**config.mk**
```make
export PLATFORM = sky130hd
export DESIGN_NAME = crp_div
export DESIGN_NICKNAME = d
export VERILOG_FILES = /design/src/rtl/core/crp_div.sv
export SDC_FILE = /design/constraint.sdc
export NUM_CORES = 1
export LEC_CHECK = 0
export BUFFER_PORTS_ARGS = -buffer_cell sky130_fd_sc_hd__buf_4
export CORE_UTILIZATION = 49
export DETAILED_ROUTE_END_ITERATION = 12
export PLACE_DENSITY = 0.76
export SLEW_MARGIN = 20
export SYNTH_ARGS = -nofsm -noshare
export SYNTH_HDL_FRONTEND = slang
export SYNTH_SLANG_ARGS = --single-unit
```
**constraint.sdc**
```tcl
create_clock -name aclk -period 2.5 [get_ports aclk]
set_input_delay 0.125 -clock aclk [delete_from_list [all_inputs] [get_ports aclk]]
set_output_delay 0.125 -clock aclk [all_outputs]
set_load 0.05 [all_outputs]
```
**src/rtl/core/crp_div.sv**
```systemverilog
module crp_div (
    input  logic        aclk,
    input  logic        aresetn,
    input  logic        start,
    input  logic [31:0] dividend,
    input  logic [15:0] divisor,
    output logic        done,
    output logic [31:0] quotient,
    output logic        rem_nz
);

    logic [31:0] q_reg, q_next;
    logic [16:0] r_reg, r_next;
    logic [15:0] d_reg, d_next;
    logic [5:0]  cnt_reg, cnt_next;
    logic        busy_reg, busy_next;
    logic        done_reg, done_next;
    logic [16:0] trial;

    always_comb begin
        q_next    = q_reg;
        r_next    = r_reg;
        d_next    = d_reg;
        cnt_next  = cnt_reg;
        busy_next = busy_reg;
        done_next = 1'b0;
        trial     = {r_reg[15:0], q_reg[31]};
        if (start) begin
            q_next    = dividend;
            r_next    = '0;
            d_next    = divisor;
            cnt_next  = '0;
            busy_next = 1'b1;
        end else if (busy_reg) begin
            // one quotient bit per cycle, restoring
            if (trial >= {1'b0, d_reg}) begin
                r_next = trial - {1'b0, d_reg};
                q_next = {q_reg[30:0], 1'b1};
            end else begin
                r_next = trial;
                q_next = {q_reg[30:0], 1'b0};
            end
            cnt_next = cnt_reg + 6'd1;
            if (cnt_reg == 6'd31) begin
                busy_next = 1'b0;
                done_next = 1'b1;
            end
        end
    end

    always_ff @(posedge aclk) begin
        if (!aresetn) begin
            busy_reg <= 1'b0;
            done_reg <= 1'b0;
            cnt_reg  <= '0;
        end else begin
            busy_reg <= busy_next;
            done_reg <= done_next;
            cnt_reg  <= cnt_next;
        end
        q_reg <= q_next;
        r_reg <= r_next;
        d_reg <= d_next;
    end

    assign done     = done_reg;
    assign quotient = q_reg;
    assign rem_nz   = (r_reg != '0);

endmodule

```
==> metrics.md <==
| Metric | Value |
|---|---|
| Outcome | completed |
| Worst Path Arrival | 2.77 ns |
| GPL Wtd Cong | 0.938 |
| Sum of negative setup slack | 0 ns |
| Placement Setup Slack | 0.0614 ns |
| Max Fclk | 0.404 GHz |
| Leakage | 0.00206 uW |
| Syn-to-layout area delta | 31.2% |
| Top cells by area, synth | edfxtp_1 38%, dfxtp_1 13%, mux2_2 9.6% |
| Total gr overflow | 0 |
| Number of synthesized register bits | 73 |
| Inserted Diodes | 0 |
| Fill cell count | 612 |
| Mapped Nets | 396 |
| Vert. Die Dim | 89.7 um |
| I/O pins | 85 |
| Worst-path clk slew | 0.08 ns |
| Largest net degree at the start of global routing | 36 |
| Fin. max-slew vios | 0 |
| Die Area | 8040 um^2 |
| Max Cap Violations | 0 |
| Total vias in the final route | 2930 |
| RSZ-0062 raised after global routing | yes |
| Total wire length | 8.70 mm |
| Worst-path fanout max | 19 |
| CTS H-tree lvls | 3 |
| Maximum vdd drop | 377 uV |
| Placement Cell Area | 4560 um^2 |
| CTS Root Cell | clkbuf_8 |
| PortBufs | 84 |
| Startpoint Class | flop |
| Die W | 89.7 um |
| Post-route ant nets | 0 |
| Most frequent cells in the layout | 94 x buf_4, 48 x edfxtp_1, 32 x mux2_2 |
| Synth warn | 0 |
| Share of the synthesized area in the top cell type | 38.3% |
| First-pass GRT wire length | 14.2 mm |
| Final clock skew | 0.00754 ns |
| Vias per cell | 5.42 |
| Synthesized area | 3760 um^2 |
| Share of layout cells above drive strength 1 | 33.9% |
| Clk Latency, worst-skew pair | 0.34 ns |
| Row cnt | 31 |
| Vias in the first global route | 2988 |
| Top cell type by total area after synthesis | edfxtp_1 |
| Final Cycle Share | 99.1% |
| Hold Path Class | in2reg |
| Fin worst setup slack | 0.0230 ns |
| Layout Cells excl Fill | 541 |
| Pwr Density | 626 nW/um^2 |
| Initial DRC count | 289 |
| Async S/R FF share, synth | 0% |
| Worst path required time | 2.79 ns |
| Synth Area per Inst | 11.5 um^2 |
| DRC | 0 |
| CTS tree | built |
| Final Setup Violations | 0 |
| Most common cell after layout, fill and taps aside | buf_4 |
| Antenna violations before repair | 0 |
| Top_reg_cell synth | edfxtp_1 |
| DP HPWL | 6.09 mm |
| Total GRT Usage | 23.7% |
| Synth cell types | 48 |
| Clk sinks | 73 |
| Starting density of the core | 51.4% |
| Post-route cell area | 4940 um^2 |
| Core area | 7330 um^2 |
| Number of flops mapped to enable cells by yosys | 48 |
| Register area | 1940 um^2 |
| Placed Cells | 508 |
| Worst hold slack | 0.0772 ns |
| WL per Instance | 16.1 um |
| Multi-input gate area in the final layout | 1710 um^2 |
| Max clock buf depth | 2 |
| Hold Fails Final Rpt | 0 |
| Nets | 506 |
| Normalized max-slew margin | 70.4% |
| Pre-antenna DRT Iters | 4 |
| Inserted Clock Buffers | 9 |
| Critical setup path kind | reg2reg |
| Gate Count Post-Synth | 327 |
| Fin crit period | 2.48 ns |
| Least-Margin Pin Slew | 0.444 ns |
| Post-synthesis sequential area ratio | 51.6% |
| Max reg flops | 32 |
| Critical Path Sink Type | flop |
[cells in the mapped netlist, drive strengths merged, types with 2 or more instances]
| cell type | instances |
|---|---|
| a211oi | 5 |
| a21o | 3 |
| a21oi | 16 |
| a22o | 2 |
| a31o | 2 |
| buf | 7 |
| clkbuf | 6 |
| dfxtp | 25 |
| edfxtp | 48 |
| ha | 17 |
| inv | 19 |
| mux2 | 32 |
| mux2i | 15 |
| nand2 | 26 |
| nand2b | 7 |
| nand4 | 7 |
| nor2 | 20 |
| nor2b | 2 |
| nor4 | 3 |
| nor4b | 2 |
| o211ai | 2 |
| o21a | 3 |
| o21ai | 20 |
| o31ai | 3 |
| or3 | 2 |
| xnor2 | 11 |
| xor2 | 6 |
[final cells by class]
class                   count  area share [%]
repair buffers            112            18.1
clock inverters             6            1.37
multi-input cells         222            34.7
flip-flops and latches     73            39.3
well taps                  99            2.51
inverters                  19            1.44
clock buffers              10            2.58
[worst paths after layout]
path | slack [ns] | end | start | depth (start not counted)
setup / recovery | 0.02 | r_reg[16] | d_reg[1] | 10
hold / removal | 0.08 | quotient[10] | dividend[10] | 2
setup reg to reg | 0.02 | r_reg[16] | d_reg[1] | 10
hold reg to reg | 0.49 | r_reg[11] | r_reg[11] | 2
[per-layer routing]
layer	share of wire [%]	vias up	global-route usage, %
met4	1.9	0	9.38
met3	6.8	16	6.22
met1	43	1385	28.6
met2	48	106	40.3
li1	-	1423	-
met5	0	-	0
[metrics by stage]
stage	util, %	power [uW]
detailed placement	62.2	2170
floorplan	-	1920
global route	67.4	3220
finish	67.4	3090
global placement	62.2	2150
CTS	67.2	3110
[cells by family (layout without fill, tap and decap cells)]
logic type | count (synthesis) | in the layout | share of synthesized area [%]
mux | 47 | 47 | 13.6
fa+ha+maj | 18 | 18 | 6.18
flops | 73 | 73 | 51.6
compound gates | 67 | 67 | 11.7
buf+inv | 32 | 147 | 3.66
xor+xnor | 17 | 17 | 3.95
simple gates | 73 | 73 | 9.34
[power by group]
part / switching [uW] / internal [uW] / leakage, uW / total, uW
logic: 433 / 297 / 0.00129 / 730
clock network: 462 / 465 / 0.0000945 / 927
registers: 47.9 / 1390 / 0.000682 / 1440
[timing repair]
| action | CTS | global route |
|---|---|---|
| hold endpoints to repair | 17 | 0 |
| setup buffers | 0 | 0 |
| gates resized for setup | 0 | 5 |
| setup endpoints to repair | 0 | 8 |
| hold buffers | 17 | 0 |
[worst max-delay path: stages, from the launching register on]
cell      delay [ns]
edfxtp_1        0.40
inv_1           0.06
ha_1            0.35
nand2b_4        0.07
a211oi_2        0.27
o21ba_1         0.19
o32a_1          0.23
a21bo_1         0.17
buf_12          0.18
or4b_1          0.44
nand2_1         0.06
Power figures use the tool's default switching activity.
